[src/design/bave_pkg.sv]
package bave_pkg;

    localparam int RING_DEPTH_DEF = 5;

    // widths fixed by the field formats
    localparam int ALT_W   = 24;
    localparam int DT_W    = 20;
    localparam int ALPHA_W = 17;
    localparam int CFG_W   = 24;

    // shared divider: |dAlt * 1e6| < 2^45, divisor up to 20 bits
    localparam int DIV_N_W = 45;
    localparam int DIV_D_W = 20;

    localparam logic [ALPHA_W-1:0] ALPHA_ONE   = 17'd65536;
    localparam logic [ALPHA_W-1:0] ALPHA_RESET = 17'd52429;
    localparam logic signed [20:0] US_PER_S    = 21'sd1000000;

    localparam logic signed [ALT_W-1:0] S24_MAX = 24'sh7FFFFF;
    localparam logic signed [ALT_W-1:0] S24_MIN = 24'sh800000;

    // configuration register indexes
    localparam logic CFG_ALPHA = 1'b0;
    localparam logic CFG_PAD   = 1'b1;

    typedef struct packed {
        logic busy;
        logic done;
    } div_status_t;

    typedef enum logic [3:0] {
        ST_IDLE,
        ST_FILT_WAIT,
        ST_FILT_USE,
        ST_SPD_LOAD,
        ST_SPD_WAIT,
        ST_SPD_START,
        ST_SPD_DIV,
        ST_SUM,
        ST_MEAN_START,
        ST_MEAN_DIV,
        ST_SM_LOAD,
        ST_SM_WAIT,
        ST_SM_USE,
        ST_DONE
    } state_t;

    function automatic logic signed [ALT_W-1:0] sat24(input logic signed [ALT_W:0] v);
        logic signed [ALT_W-1:0] r;
        if (v > 25'sd8388607) begin
            r = S24_MAX;
        end else if (v < -25'sd8388608) begin
            r = S24_MIN;
        end else begin
            r = v[ALT_W-1:0];
        end
        return r;
    endfunction

endpackage

[src/design/bave_divider.sv]
module bave_divider
    import bave_pkg::*;
(
    input  logic               aclk,
    input  logic               aresetn,
    input  logic               start,
    input  logic [DIV_N_W-1:0] dividend,
    input  logic [DIV_D_W-1:0] divisor,
    output logic [DIV_N_W-1:0] quotient,
    output div_status_t        status
);

    localparam int CNT_W = $clog2(DIV_N_W);

    logic               busy_reg;
    logic               done_reg;
    logic [CNT_W-1:0]   cnt_reg;
    logic [DIV_N_W-1:0] num_reg;
    logic [DIV_D_W-1:0] den_reg;
    logic [DIV_D_W-1:0] rem_reg;

    logic [DIV_D_W:0]   trial;
    logic [DIV_D_W:0]   diff;
    logic               qbit;
    logic [DIV_D_W-1:0] rem_next;

    // restoring division, one quotient bit per cycle shifted into num_reg
    always_comb begin
        trial    = {rem_reg, num_reg[DIV_N_W-1]};
        diff     = trial - {1'b0, den_reg};
        qbit     = (trial >= {1'b0, den_reg});
        rem_next = qbit ? diff[DIV_D_W-1:0] : trial[DIV_D_W-1:0];
    end

    always_ff @(posedge aclk) begin
        if (!aresetn) begin
            busy_reg <= 1'b0;
            done_reg <= 1'b0;
            cnt_reg  <= '0;
        end else begin
            done_reg <= 1'b0;
            if (start) begin
                busy_reg <= 1'b1;
                cnt_reg  <= '0;
            end else if (busy_reg) begin
                cnt_reg <= cnt_reg + 1'b1;
                if (cnt_reg == CNT_W'(DIV_N_W - 1)) begin
                    busy_reg <= 1'b0;
                    done_reg <= 1'b1;
                end
            end
        end
    end

    always_ff @(posedge aclk) begin
        if (start) begin
            num_reg <= dividend;
            den_reg <= divisor;
            rem_reg <= '0;
        end else if (busy_reg) begin
            num_reg <= {num_reg[DIV_N_W-2:0], qbit};
            rem_reg <= rem_next;
        end
    end

    assign quotient    = num_reg;
    assign status.busy = busy_reg;
    assign status.done = done_reg;

endmodule

[src/design/baro_altitude_velocity_estimator.sv]
// s_ready is high only when idle: a new item is accepted only after the last one
// has been loaded into the output register. The time per item goes to two passes
// of the shared 45-step divider (speed and ring mean), the ring sum (one entry a
// cycle) and three trips through the shared multiplier.
// Reset (synchronous, aresetn low): alpha 52429, pad 0, filter states, ring, slot
// and peak cleared to zero; no output item pending.
module baro_altitude_velocity_estimator
    import bave_pkg::*;
#(
    parameter int RING_DEPTH = RING_DEPTH_DEF
) (
    input  logic                    aclk,
    input  logic                    aresetn,

    input  logic                    cfg_we,
    input  logic                    cfg_idx,
    input  logic [CFG_W-1:0]        cfg_wdata,

    input  logic                    s_valid,
    output logic                    s_ready,
    input  logic signed [ALT_W-1:0] s_raw_altitude,
    input  logic [DT_W-1:0]         s_elapsed_us,

    output logic                    m_valid,
    input  logic                    m_ready,
    output logic signed [ALT_W-1:0] m_filtered_altitude,
    output logic signed [ALT_W-1:0] m_height_above_pad,
    output logic signed [ALT_W-1:0] m_vertical_speed,
    output logic signed [ALT_W-1:0] m_peak_height
);

    localparam int SLOT_W = (RING_DEPTH > 1) ? $clog2(RING_DEPTH) : 1;
    localparam int SUM_W  = ALT_W + 1 + $clog2(RING_DEPTH);

    state_t state_reg, state_next;

    // configuration
    logic [ALPHA_W-1:0]      alpha_reg;
    logic signed [ALT_W-1:0] pad_reg;

    // persistent state
    logic signed [ALT_W-1:0] last_alt_reg;
    logic signed [ALT_W-1:0] last_speed_reg;
    logic signed [ALT_W-1:0] peak_reg;
    logic signed [ALT_W-1:0] ring_reg [RING_DEPTH];
    logic [SLOT_W-1:0]       slot_reg;

    // per-item working registers
    logic signed [ALT_W-1:0] x_reg;
    logic [DT_W-1:0]         dt_reg;
    logic signed [ALT_W-1:0] filt_reg;
    logic signed [ALT_W-1:0] height_reg;
    logic signed [ALT_W-1:0] mean_reg;
    logic signed [ALT_W-1:0] smooth_reg;
    logic signed [SUM_W-1:0] sum_reg;
    logic [SLOT_W-1:0]       idx_reg;
    logic                    neg_reg;

    // shared multiplier
    logic signed [ALT_W:0]   mul_a_reg;
    logic signed [20:0]      mul_b_reg;
    logic signed [45:0]      p_reg;

    // output register
    logic                    m_valid_reg;
    logic signed [ALT_W-1:0] out_filt_reg;
    logic signed [ALT_W-1:0] out_height_reg;
    logic signed [ALT_W-1:0] out_speed_reg;
    logic signed [ALT_W-1:0] out_peak_reg;

    // divider
    logic               div_start;
    logic [DIV_N_W-1:0] div_dividend;
    logic [DIV_D_W-1:0] div_divisor;
    logic [DIV_N_W-1:0] quot;
    div_status_t        div_st;

    logic                    out_load;
    logic signed [45:0]      p_rnd;
    logic signed [45:0]      p_neg;
    logic [DIV_N_W-1:0]      p_mag;
    logic signed [ALT_W-1:0] lp_base;
    logic signed [29:0]      lp_full;
    logic signed [SUM_W-1:0] sum_neg;
    logic [SUM_W-1:0]        sum_mag;
    logic signed [ALT_W-1:0] speed_sat;
    logic signed [ALT_W:0]   mean_pos;
    logic signed [ALT_W:0]   mean_full;
    logic signed [ALT_W-1:0] peak_new;
    logic signed [ALT_W-1:0] alpha_op;

    bave_divider u_div (
        .aclk     (aclk),
        .aresetn  (aresetn),
        .start    (div_start),
        .dividend (div_dividend),
        .divisor  (div_divisor),
        .quotient (quot),
        .status   (div_st)
    );

    // ---------------- datapath helpers ----------------
    always_comb begin
        // low-pass: base + floor((a*(prev-base) + 2^15) / 2^16)
        p_rnd   = p_reg + 46'sd32768;
        lp_base = (state_reg == ST_SM_USE) ? mean_reg : x_reg;
        lp_full = 30'(lp_base) + $signed(p_rnd[45:16]);

        p_neg = -p_reg;
        p_mag = p_reg[45] ? p_neg[DIV_N_W-1:0] : p_reg[DIV_N_W-1:0];

        sum_neg = -sum_reg;
        sum_mag = sum_reg[SUM_W-1] ? sum_neg : sum_reg;

        if (neg_reg) begin
            speed_sat = (quot > DIV_N_W'(8388608)) ? S24_MIN : (~quot[ALT_W-1:0] + 1'b1);
        end else begin
            speed_sat = (quot > DIV_N_W'(8388607)) ? S24_MAX : quot[ALT_W-1:0];
        end

        mean_pos  = {1'b0, quot[ALT_W-1:0]};
        mean_full = neg_reg ? -mean_pos : mean_pos;

        peak_new = (height_reg > peak_reg) ? height_reg : peak_reg;
        alpha_op = ALT_W'(alpha_reg);

        div_dividend = (state_reg == ST_MEAN_START) ? DIV_N_W'(sum_mag) : p_mag;
        div_divisor  = (state_reg == ST_MEAN_START) ? DIV_D_W'(RING_DEPTH) : dt_reg;
    end

    // ---------------- sequencer ----------------
    always_ff @(posedge aclk) begin
        if (!aresetn) begin
            state_reg <= ST_IDLE;
        end else begin
            state_reg <= state_next;
        end
    end

    always_comb begin
        state_next = state_reg;
        s_ready    = 1'b0;
        div_start  = 1'b0;
        out_load   = 1'b0;
        case (state_reg)
            ST_IDLE: begin
                s_ready = 1'b1;
                if (s_valid) begin
                    state_next = ST_FILT_WAIT;
                end
            end
            ST_FILT_WAIT:  state_next = ST_FILT_USE;
            ST_FILT_USE:   state_next = ST_SPD_LOAD;
            ST_SPD_LOAD:   state_next = ST_SPD_WAIT;
            ST_SPD_WAIT:   state_next = ST_SPD_START;
            ST_SPD_START: begin
                div_start  = 1'b1;
                state_next = ST_SPD_DIV;
            end
            ST_SPD_DIV: begin
                if (div_st.done) begin
                    state_next = ST_SUM;
                end
            end
            ST_SUM: begin
                if (idx_reg == SLOT_W'(RING_DEPTH - 1)) begin
                    state_next = ST_MEAN_START;
                end
            end
            ST_MEAN_START: begin
                div_start  = 1'b1;
                state_next = ST_MEAN_DIV;
            end
            ST_MEAN_DIV: begin
                if (div_st.done) begin
                    state_next = ST_SM_LOAD;
                end
            end
            ST_SM_LOAD:    state_next = ST_SM_WAIT;
            ST_SM_WAIT:    state_next = ST_SM_USE;
            ST_SM_USE:     state_next = ST_DONE;
            ST_DONE: begin
                if (!m_valid_reg || m_ready) begin
                    out_load   = 1'b1;
                    state_next = ST_IDLE;
                end
            end
            default:       state_next = ST_IDLE;
        endcase
    end

    // multiplier runs every cycle; operands loaded by the sequencer
    always_ff @(posedge aclk) begin
        p_reg <= mul_a_reg * mul_b_reg;
    end

    // working registers
    always_ff @(posedge aclk) begin
        case (state_reg)
            ST_IDLE: begin
                x_reg     <= s_raw_altitude;
                dt_reg    <= (s_elapsed_us == '0) ? DT_W'(1) : s_elapsed_us;
                mul_a_reg <= (ALT_W+1)'(last_alt_reg) - (ALT_W+1)'(s_raw_altitude);
                mul_b_reg <= 21'(alpha_op);
            end
            ST_FILT_USE: begin
                filt_reg <= lp_full[ALT_W-1:0];
            end
            ST_SPD_LOAD: begin
                height_reg <= sat24((ALT_W+1)'(filt_reg) - (ALT_W+1)'(pad_reg));
                mul_a_reg  <= (ALT_W+1)'(filt_reg) - (ALT_W+1)'(last_alt_reg);
                mul_b_reg  <= US_PER_S;
            end
            ST_SPD_START: begin
                neg_reg <= p_reg[45];
            end
            ST_SPD_DIV: begin
                sum_reg <= '0;
                idx_reg <= '0;
            end
            ST_SUM: begin
                sum_reg <= sum_reg + SUM_W'(ring_reg[idx_reg]);
                idx_reg <= idx_reg + 1'b1;
            end
            ST_MEAN_START: begin
                neg_reg <= sum_reg[SUM_W-1];
            end
            ST_MEAN_DIV: begin
                mean_reg <= mean_full[ALT_W-1:0];
            end
            ST_SM_LOAD: begin
                mul_a_reg <= (ALT_W+1)'(last_speed_reg) - (ALT_W+1)'(mean_reg);
                mul_b_reg <= 21'(alpha_op);
            end
            ST_SM_USE: begin
                smooth_reg <= lp_full[ALT_W-1:0];
            end
            default: begin
            end
        endcase
    end

    // configuration and persistent state
    always_ff @(posedge aclk) begin
        if (!aresetn) begin
            alpha_reg      <= ALPHA_RESET;
            pad_reg        <= '0;
            last_alt_reg   <= '0;
            last_speed_reg <= '0;
            peak_reg       <= '0;
            slot_reg       <= '0;
            for (int i = 0; i < RING_DEPTH; i++) begin
                ring_reg[i] <= '0;
            end
        end else begin
            if (cfg_we) begin
                case (cfg_idx)
                    CFG_ALPHA: begin
                        alpha_reg <= (cfg_wdata[ALPHA_W-1:0] > ALPHA_ONE) ?
                                     ALPHA_ONE : cfg_wdata[ALPHA_W-1:0];
                    end
                    CFG_PAD: begin
                        pad_reg  <= cfg_wdata[ALT_W-1:0];
                        peak_reg <= '0;
                    end
                    default: begin
                    end
                endcase
            end
            if (state_reg == ST_SPD_DIV && div_st.done) begin
                ring_reg[slot_reg] <= speed_sat;
            end
            if (out_load) begin
                last_alt_reg   <= filt_reg;
                last_speed_reg <= smooth_reg;
                peak_reg       <= peak_new;
                slot_reg       <= (slot_reg == SLOT_W'(RING_DEPTH - 1)) ?
                                  '0 : slot_reg + 1'b1;
            end
        end
    end

    // output register
    always_ff @(posedge aclk) begin
        if (!aresetn) begin
            m_valid_reg <= 1'b0;
        end else if (out_load) begin
            m_valid_reg <= 1'b1;
        end else if (m_ready) begin
            m_valid_reg <= 1'b0;
        end
    end

    always_ff @(posedge aclk) begin
        if (out_load) begin
            out_filt_reg   <= filt_reg;
            out_height_reg <= height_reg;
            out_speed_reg  <= smooth_reg;
            out_peak_reg   <= peak_new;
        end
    end

    assign m_valid             = m_valid_reg;
    assign m_filtered_altitude = out_filt_reg;
    assign m_height_above_pad  = out_height_reg;
    assign m_vertical_speed    = out_speed_reg;
    assign m_peak_height       = out_peak_reg;

    // ---------------- checks ----------------
    a_div_idle: assert property (@(posedge aclk) disable iff (!aresetn)
        state_reg == ST_IDLE |-> !div_st.busy && !div_st.done)
        else $error("divider active while idle");

    a_one_item: assert property (@(posedge aclk) disable iff (!aresetn)
        s_valid && s_ready |=> !s_ready)
        else $error("input taken while an item is in work");

    a_slot_range: assert property (@(posedge aclk) disable iff (!aresetn)
        slot_reg <= SLOT_W'(RING_DEPTH - 1))
        else $error("ring slot out of range");

    a_out_source: assert property (@(posedge aclk) disable iff (!aresetn)
        $rose(m_valid) |-> $past(state_reg) == ST_DONE)
        else $error("result presented outside the done step");

endmodule
[config.mk]
export PLATFORM = sky130hd
export DESIGN_NAME = baro_altitude_velocity_estimator
export DESIGN_NICKNAME = d
export VERILOG_FILES = /design/src/design/bave_pkg.sv /design/src/design/bave_divider.sv /design/src/design/baro_altitude_velocity_estimator.sv
export SDC_FILE = /design/constraint.sdc
export NUM_CORES = 2
export LEC_CHECK = 0
export ABC_AREA = 0
export BUFFER_PORTS_ARGS = -buffer_cell sky130_fd_sc_hd__buf_2
export CAP_MARGIN = 40
export CORE_MARGIN = 2
export CORE_UTILIZATION = 50
export CTS_BUF_LIST = sky130_fd_sc_hd__clkbuf_8
export DETAILED_ROUTE_END_ITERATION = 8
export PLACE_DENSITY_LB_ADDON = 0.05
export SYNTH_ARGS = -nofsm -noshare
export SYNTH_HDL_FRONTEND = slang
export SYNTH_SLANG_ARGS = --single-unit
[constraint.sdc]
create_clock -name aclk -period 8.9 [get_ports aclk]
set_input_delay 0.445 -clock aclk [delete_from_list [all_inputs] [get_ports aclk]]
set_output_delay 0.445 -clock aclk [all_outputs]
set_load 0.05 [all_outputs]
# --- Word-level counts from Yosys, hierarchy flattened ---
# Memory sizes are Yosys's and may differ from the RTL's. A register that Yosys moved wholly into a read port is not among the register bits.
# Index checks and enable logic that the tools add are counted.
word_totals:
  register_bits: 574
  ram_bits: 120
  inputBits: 74
  output_inout_bits: 98
  wordCells: 148
  mem_count: 1
op_classes:
  n_addsub: 15
  n_mul: 1
  magnitude_cmp: 7
  n_eq_ne: 21
  muxes: 47
  bitwise: 4
  n_reduce_logical: 22
memory_table:
  columns: ["memory", "words", "word_bits", "read_ports", "rd_ports_with_merged_regs", "write_ports", "line", "rtl"]
  rows:
  - ["ring_reg", 5, 24, 1, 1, 5, "baro_altitude_velocity_estimator.sv:45", "logic signed [ALT_W-1:0] ring_reg [RING_DEPTH];"]
op_table:
  columns: ["cell", "n"]
  rows:
  - ["two-way mux 24 bit", 11]
  - ["two-way mux 45 bit", 4]
  - ["subtractor 24 x 24 -> 25 bit", 4]
  - ["one-hot mux 25 bit (3 select lines)", 1]
  - ["one-hot mux 28 bit (2 select lines)", 1]
  - ["one-hot mux 4 bit (14 select lines)", 1]
  - ["multiplier 25 x 21 -> 46 bit", 1]
  - ["greater-than comparator 45 x 23 -> 1 bit (second input constant)", 1]
  - ["greater-than comparator 45 x 24 -> 1 bit (second input constant)", 1]
  - ["negation 45 bit", 1]
  - ["one-hot mux 21 bit (2 select lines)", 1]
  - ["adder 40 x 17 -> 40 bit (second input constant)", 1]
  - ["adder 28 x 24 -> 28 bit", 1]
  - ["two-way mux 28 bit", 1]
  - ["negation 28 bit", 1]
  - ["greater-than comparator 25 x 24 -> 1 bit (second input constant)", 1]
  - ["< comparator 25 x 24 -> 1 bit (second input constant)", 1]
  - ["adder 24 x 1 -> 24 bit (second input constant)", 1]
  - ["adder 24 bit", 1]
  - ["equality test 4 bit (second input constant)", 6]
  - ["greater-than comparator 24 bit", 1]
  - ["negation 24 bit", 1]
  - ["NOT 24 bit", 1]
  - ["OR reduction 24 bit", 1]
  - ["other kinds (31)", 72]

# --- Depth between registers and ports, before layout ---
logic_depth:
  depth_word: 7
  ltp_mapped: 27

# --- Cells and area by module ---
# A second synthesis with hierarchy kept.
hier_totals:
  hier_cells: 5751
  hier_area_um2: 58650.0
by_module_without_submodules:
  columns: ["mod", "n_inst", "cells_each", "area_each_um2"]
  rows:
  - ["baro_altitude_velocity_estimator", 1, 5335, 53742.8]
  - ["bave_divider", 1, 416, 4907.2]

# --- Least setup slack after synthesis ---
# Ideal clock, no wire load.
synth_path:
  kind: "reg-to-reg"
  startpoint: "reg state_reg[1]"
  endpoint: "reg mul_b_reg[9] (data pin)"
  setup_ps: 262
  arrival_ps: 7975
  t_required_ps: 8638
  slack_ps: 663
  stages_incl_launch_ff: 6
  path_buffers: 2
  synth_period_minus_slack_ps: 8237
  cell_sequence: "dfxtp_1 clkbuf_1 nor4_1 nor2_1 clkbuf_1 or2_2"
synth_via:
  elab_chain_cells: 3
  word_cells_on_any_way: 5
  cone_classes: "eq/ne: 2; mux: 1; reduce/logical: 2"
synth_lines:
  columns: ["element", "line", "rtl"]
  rows:
  - ["start: declaration", "baro_altitude_velocity_estimator.sv:35", "state_t state_reg, state_next;"]
  - ["start signal: assignment", "baro_altitude_velocity_estimator.sv:136", "state_reg <= state_next;"]
  - ["equality test 4 bit or zero test 4 bit (tied branches)", "baro_altitude_velocity_estimator.sv:199", "case (state_reg)"]
  - ["OR reduction 2 bit (no source line)", null, null]
  - ["one-hot mux 21 bit (2 select lines) (*)", "baro_altitude_velocity_estimator.sv:199", null]
  - ["end signal: assignment", "baro_altitude_velocity_estimator.sv:204", "mul_b_reg <= 21'(alpha_op);"]
  - ["end signal: assignment", "baro_altitude_velocity_estimator.sv:233", "mul_b_reg <= 21'(alpha_op);"]
  - ["end: declaration", "baro_altitude_velocity_estimator.sv:61", "logic signed [20:0] mul_b_reg;"]
# Mark *: on every way between the ends. The rest lies on a longest branch, timed or not. The select of a mux whose other input is x is not followed.
# A chain may end at the register's enable or synchronous reset.

# --- Final worst setup path ---
layout_path:
  startpoint: "reg mul_b_reg[4]"
  endpoint: "reg p_reg[44]"
layout_via:
  elab_chain_cells: 1
layout_lines:
  columns: ["element", "line", "rtl"]
  rows:
  - ["multiplier 25 x 21 -> 46 bit", "baro_altitude_velocity_estimator.sv:194", "p_reg <= mul_a_reg * mul_b_reg;"]
  - ["end signal: assignment", "baro_altitude_velocity_estimator.sv:194", null]
  - ["end: declaration", "baro_altitude_velocity_estimator.sv:62", "logic signed [45:0] p_reg;"]
# No other way between the ends.

==> key figures <==
Critical path
  • CP peak stage delay: 0.97 ns
  • CP arrival: 8.76 ns
  • Origin of the worst setup path: mul_b_reg[4]
  • Critical path's slowest cell: edfxtp_1
  • CP Launch Type: register
  • CP Max Fanout: 25
  • Critical path type: register to register
  • Setup slack, reg-to-reg: 0.86 ns
  • Crit-path cells: and2_1 > fa_1 > fa_1 > inv_1 > fa_1 > inv_1 > fa_1 > ha_1 > fa_1 > inv_1 > fa_1 > inv_1 > ha_1 > a21o_1 > a21oi_1 > a21boi_0 > o311ai_0 > a21oi_1 > o31ai_1 > buf_4 > nand3_1 > and4_1 > a211oi_1
  • FF-to-FF End: p_reg[44]
  • Critical path endpoint category: register
  • FF-to-FF path depth: 23
  • Most used cell, CP: fa_1
  • Critical Path RT: 9.62 ns
  • Critical R2R Launch: mul_b_reg[4]

CTS
  • # clock sinks: 766
  • Clock-pin slew on the worst setup and hold paths: 0.07 ns
  • CTS Buffer Depth: 3
  • Clk Tree Root Cell: clkbuf_8
  • Worst-skew pair later-pin latency: 0.82 ns
  • Htree depth: 4
  • TritonCTS clock tree: built
  • Total CTS buffers: 135
  • Resize count post-CTS: 0

Routing
  • 1st-pass router iterations: 5
  • Met1 wire length: 71300 microns
  • DR vias/cell: 5.52
  • DR iter-0 viols: 3075
  • Residual DRC: 0
  • Met3 Routed Length: 9130 microns
  • Final WL: 159000 microns
  • Vias: 42025
  • Max layer used: met4
  • ANT nets after route: 0
  • Routed wl met2: 74000 microns
  • Wire per inst: 21.0 microns

Cells and area
  • Ratio of cells with drive above 1 in the final layout: 0.102
  • Area grow syn2layout: 10.6%
  • Max reg flops: 192
  • Final nets: 6865
  • Final core utilization: 0.558

GRT
  • Vias in the first global route: 42808
  • Antenna violations before repair: 5
  • Global-route wire length before repair: 252000 microns
  • Largest net degree at the start of global routing: 89
  • Remaining Overflow, GRT: 0
  • Tot GR Track Use: 0.271

Timing
  • Setup TNS: 0 ns
  • Max Transition Viols Final: 0
  • Final hold violations: 0
  • RSZ-0062 raised after global routing: no
  • Period minus WS final: 8.04 ns
  • Clock Skews: 0.0552 ns
  • Crit share post-route: 0.903
  • Worst slew margin: 0.344
  • Final Setup Violations: 0
  • Slew @ Worst Pin: 0.984 ns
  • Max frequency: 124 MHz

Worst hold path
  • WHS Endpoint: pad_reg[23]
  • Min-Delay Path Class: primary input to register
  • Hold Startpoint: cfg_we
  • Hold Path Stages: 4

Status
  • Status: complete, no violations

Logic synthesis
  • Async SR Flop Fraction: 0
  • Syn Inst Count: 5759
  • Most frequent cell after synthesis: inv_1
  • Total of warnings raised by yosys: 0
  • Register area share after synthesis: 0.358
  • Post-Synthesis Cell Area: 58700 sq um
  • Synth top cells by count: 855 x inv_1, 568 x edfxtp_1, 562 x nand2_1
  • Yosys top cell by area: edfxtp_1
  • Top-area cell type share of the netlist area: 0.291
  • Mean Syn Cell Area: 10.2 sq um
  • EDFF count, synth: 568
  • Synth Flop Type: edfxtp_1
  • Top cells by area, synth: edfxtp_1 29%, fa_1 18%, dfxtp_1 6.8%, ha_1 6.6%, inv_1 5.5%
  • Netlist cell types: 84
  • Post-synthesis register bit count: 766
  • Post-Synthesis Net Count: 6656

Die
  • Die X-Extent: 347 microns
  • Die Height: 347 microns
  • Initial core utilization: 0.504
  • Core area: 116000 sq um
  • DIE AREA: 120000 sq um
  • Site Rows: 125
  • Boundary Pins: 172

Run
  • Max Cap Viol: 0

Place
  • Port bufs: 171
  • Post-DP HPWL: 121000 microns
  • RePlAce Congestion: 0.894
==> cells by family (layout without fill, tap and decap cells) <==
logic type / after synthesis / in the layout / synth area share
AO/OA/AOI/OAI: 942 / 942 / 0.107
buffers and inverters: 1118 / 1438 / 0.0719
multiplexers: 137 / 137 / 0.0346
flip-flops: 766 / 766 / 0.358
XOR/XNOR: 301 / 301 / 0.0452
AND/OR/NAND/NOR: 1671 / 1671 / 0.142
other: 0 / 6 / 0
adder cells (fa/ha/maj): 824 / 824 / 0.241
==> routing by layer <==
layer  track usage  up-vias
met2         0.438     1240
met5             0        -
met4        0.0836        0
li1              -    19706
met3        0.0326      232
met1         0.383    20847
==> metrics by stage <==
step                      std cells  area [sq um]  hold slack (ns)  setup slack, ns
after floorplan                5759         58700            0.426            0.663
after global placement         7266         61100            0.437             1.03
after detailed placement       7284         61300            0.443            0.842
after CTS                      7602         64900           0.0992            0.809
after global routing           7606         64900            0.155            0.366
final                          7609         64900            0.151            0.864
==> area by class of cell <==
cell class / instances / area [sq um]
Tap cell: 1524 / 1910
Timing Repair Buffer: 333 / 2380
Sequential cell: 766 / 21000
Clock buffer: 155 / 2130
Fill cell: 10359 / 51400
Antenna cell: 6 / 15.0
Inverter: 857 / 3220
Multi-Input combinational cell: 3875 / 33500
Clock inverter: 93 / 724
==> worst max-delay path: cells and delay by family (launching register included) <==
family / cells / cell delay [ns]
buf+inv: 5 / 0.44
flops: 1 / 0.97
fa+ha+maj: 8 / 3.80
simple gates: 3 / 0.74
compound gates: 7 / 1.99
==> worst max path at each step <==
stage | to | slack, ns | cells past startpoint
final | p_reg[44] | 0.86 | 23
after global routing | p_reg[40] | 0.37 | 23
after CTS | p_reg[44] | 0.81 | 24
after detailed placement | p_reg[44] | 0.84 | 24
after global placement | p_reg[44] | 1.03 | 23
after floorplan | mul_b_reg[9] | 0.66 | 5
==> timing repair <==
item,in CTS,in global routing
hold endpoints to repair,90,0
buffers inserted,0,0
hold buffers,70,0
==> cell usage in the layout (no fill, tap or decap), types with 39 or more instances in the layout <==
cell	netlist	final
dfxtp_1	198	196
and2_1	340	340
inv_1	855	899
fa_1	514	514
ha_1	309	309
o21ai_0	225	225
mux2_2	49	49
nand2b_1	39	39
clkbuf_8	0	155
buf_2	7	173
and3_1	39	39
mux4_2	48	48
nor2b_1	110	110
nor3_1	53	51
a21o_1	82	82
dlygate4sd3_1	0	70
nand4_1	41	41
mux2i_1	40	39
o31ai_1	40	40
nand2_1	562	560
a21boi_0	82	82
or3_1	45	43
buf_4	1	77
nor2_1	253	249
nand3_1	94	93
a21oi_1	187	187
edfxtp_1	568	568
xor2_1	128	128
xnor2_1	172	172
Power is left out: the tool's default activity adds up to more than one toggle a clock period on the data nets, which glitch-free logic cannot reach.
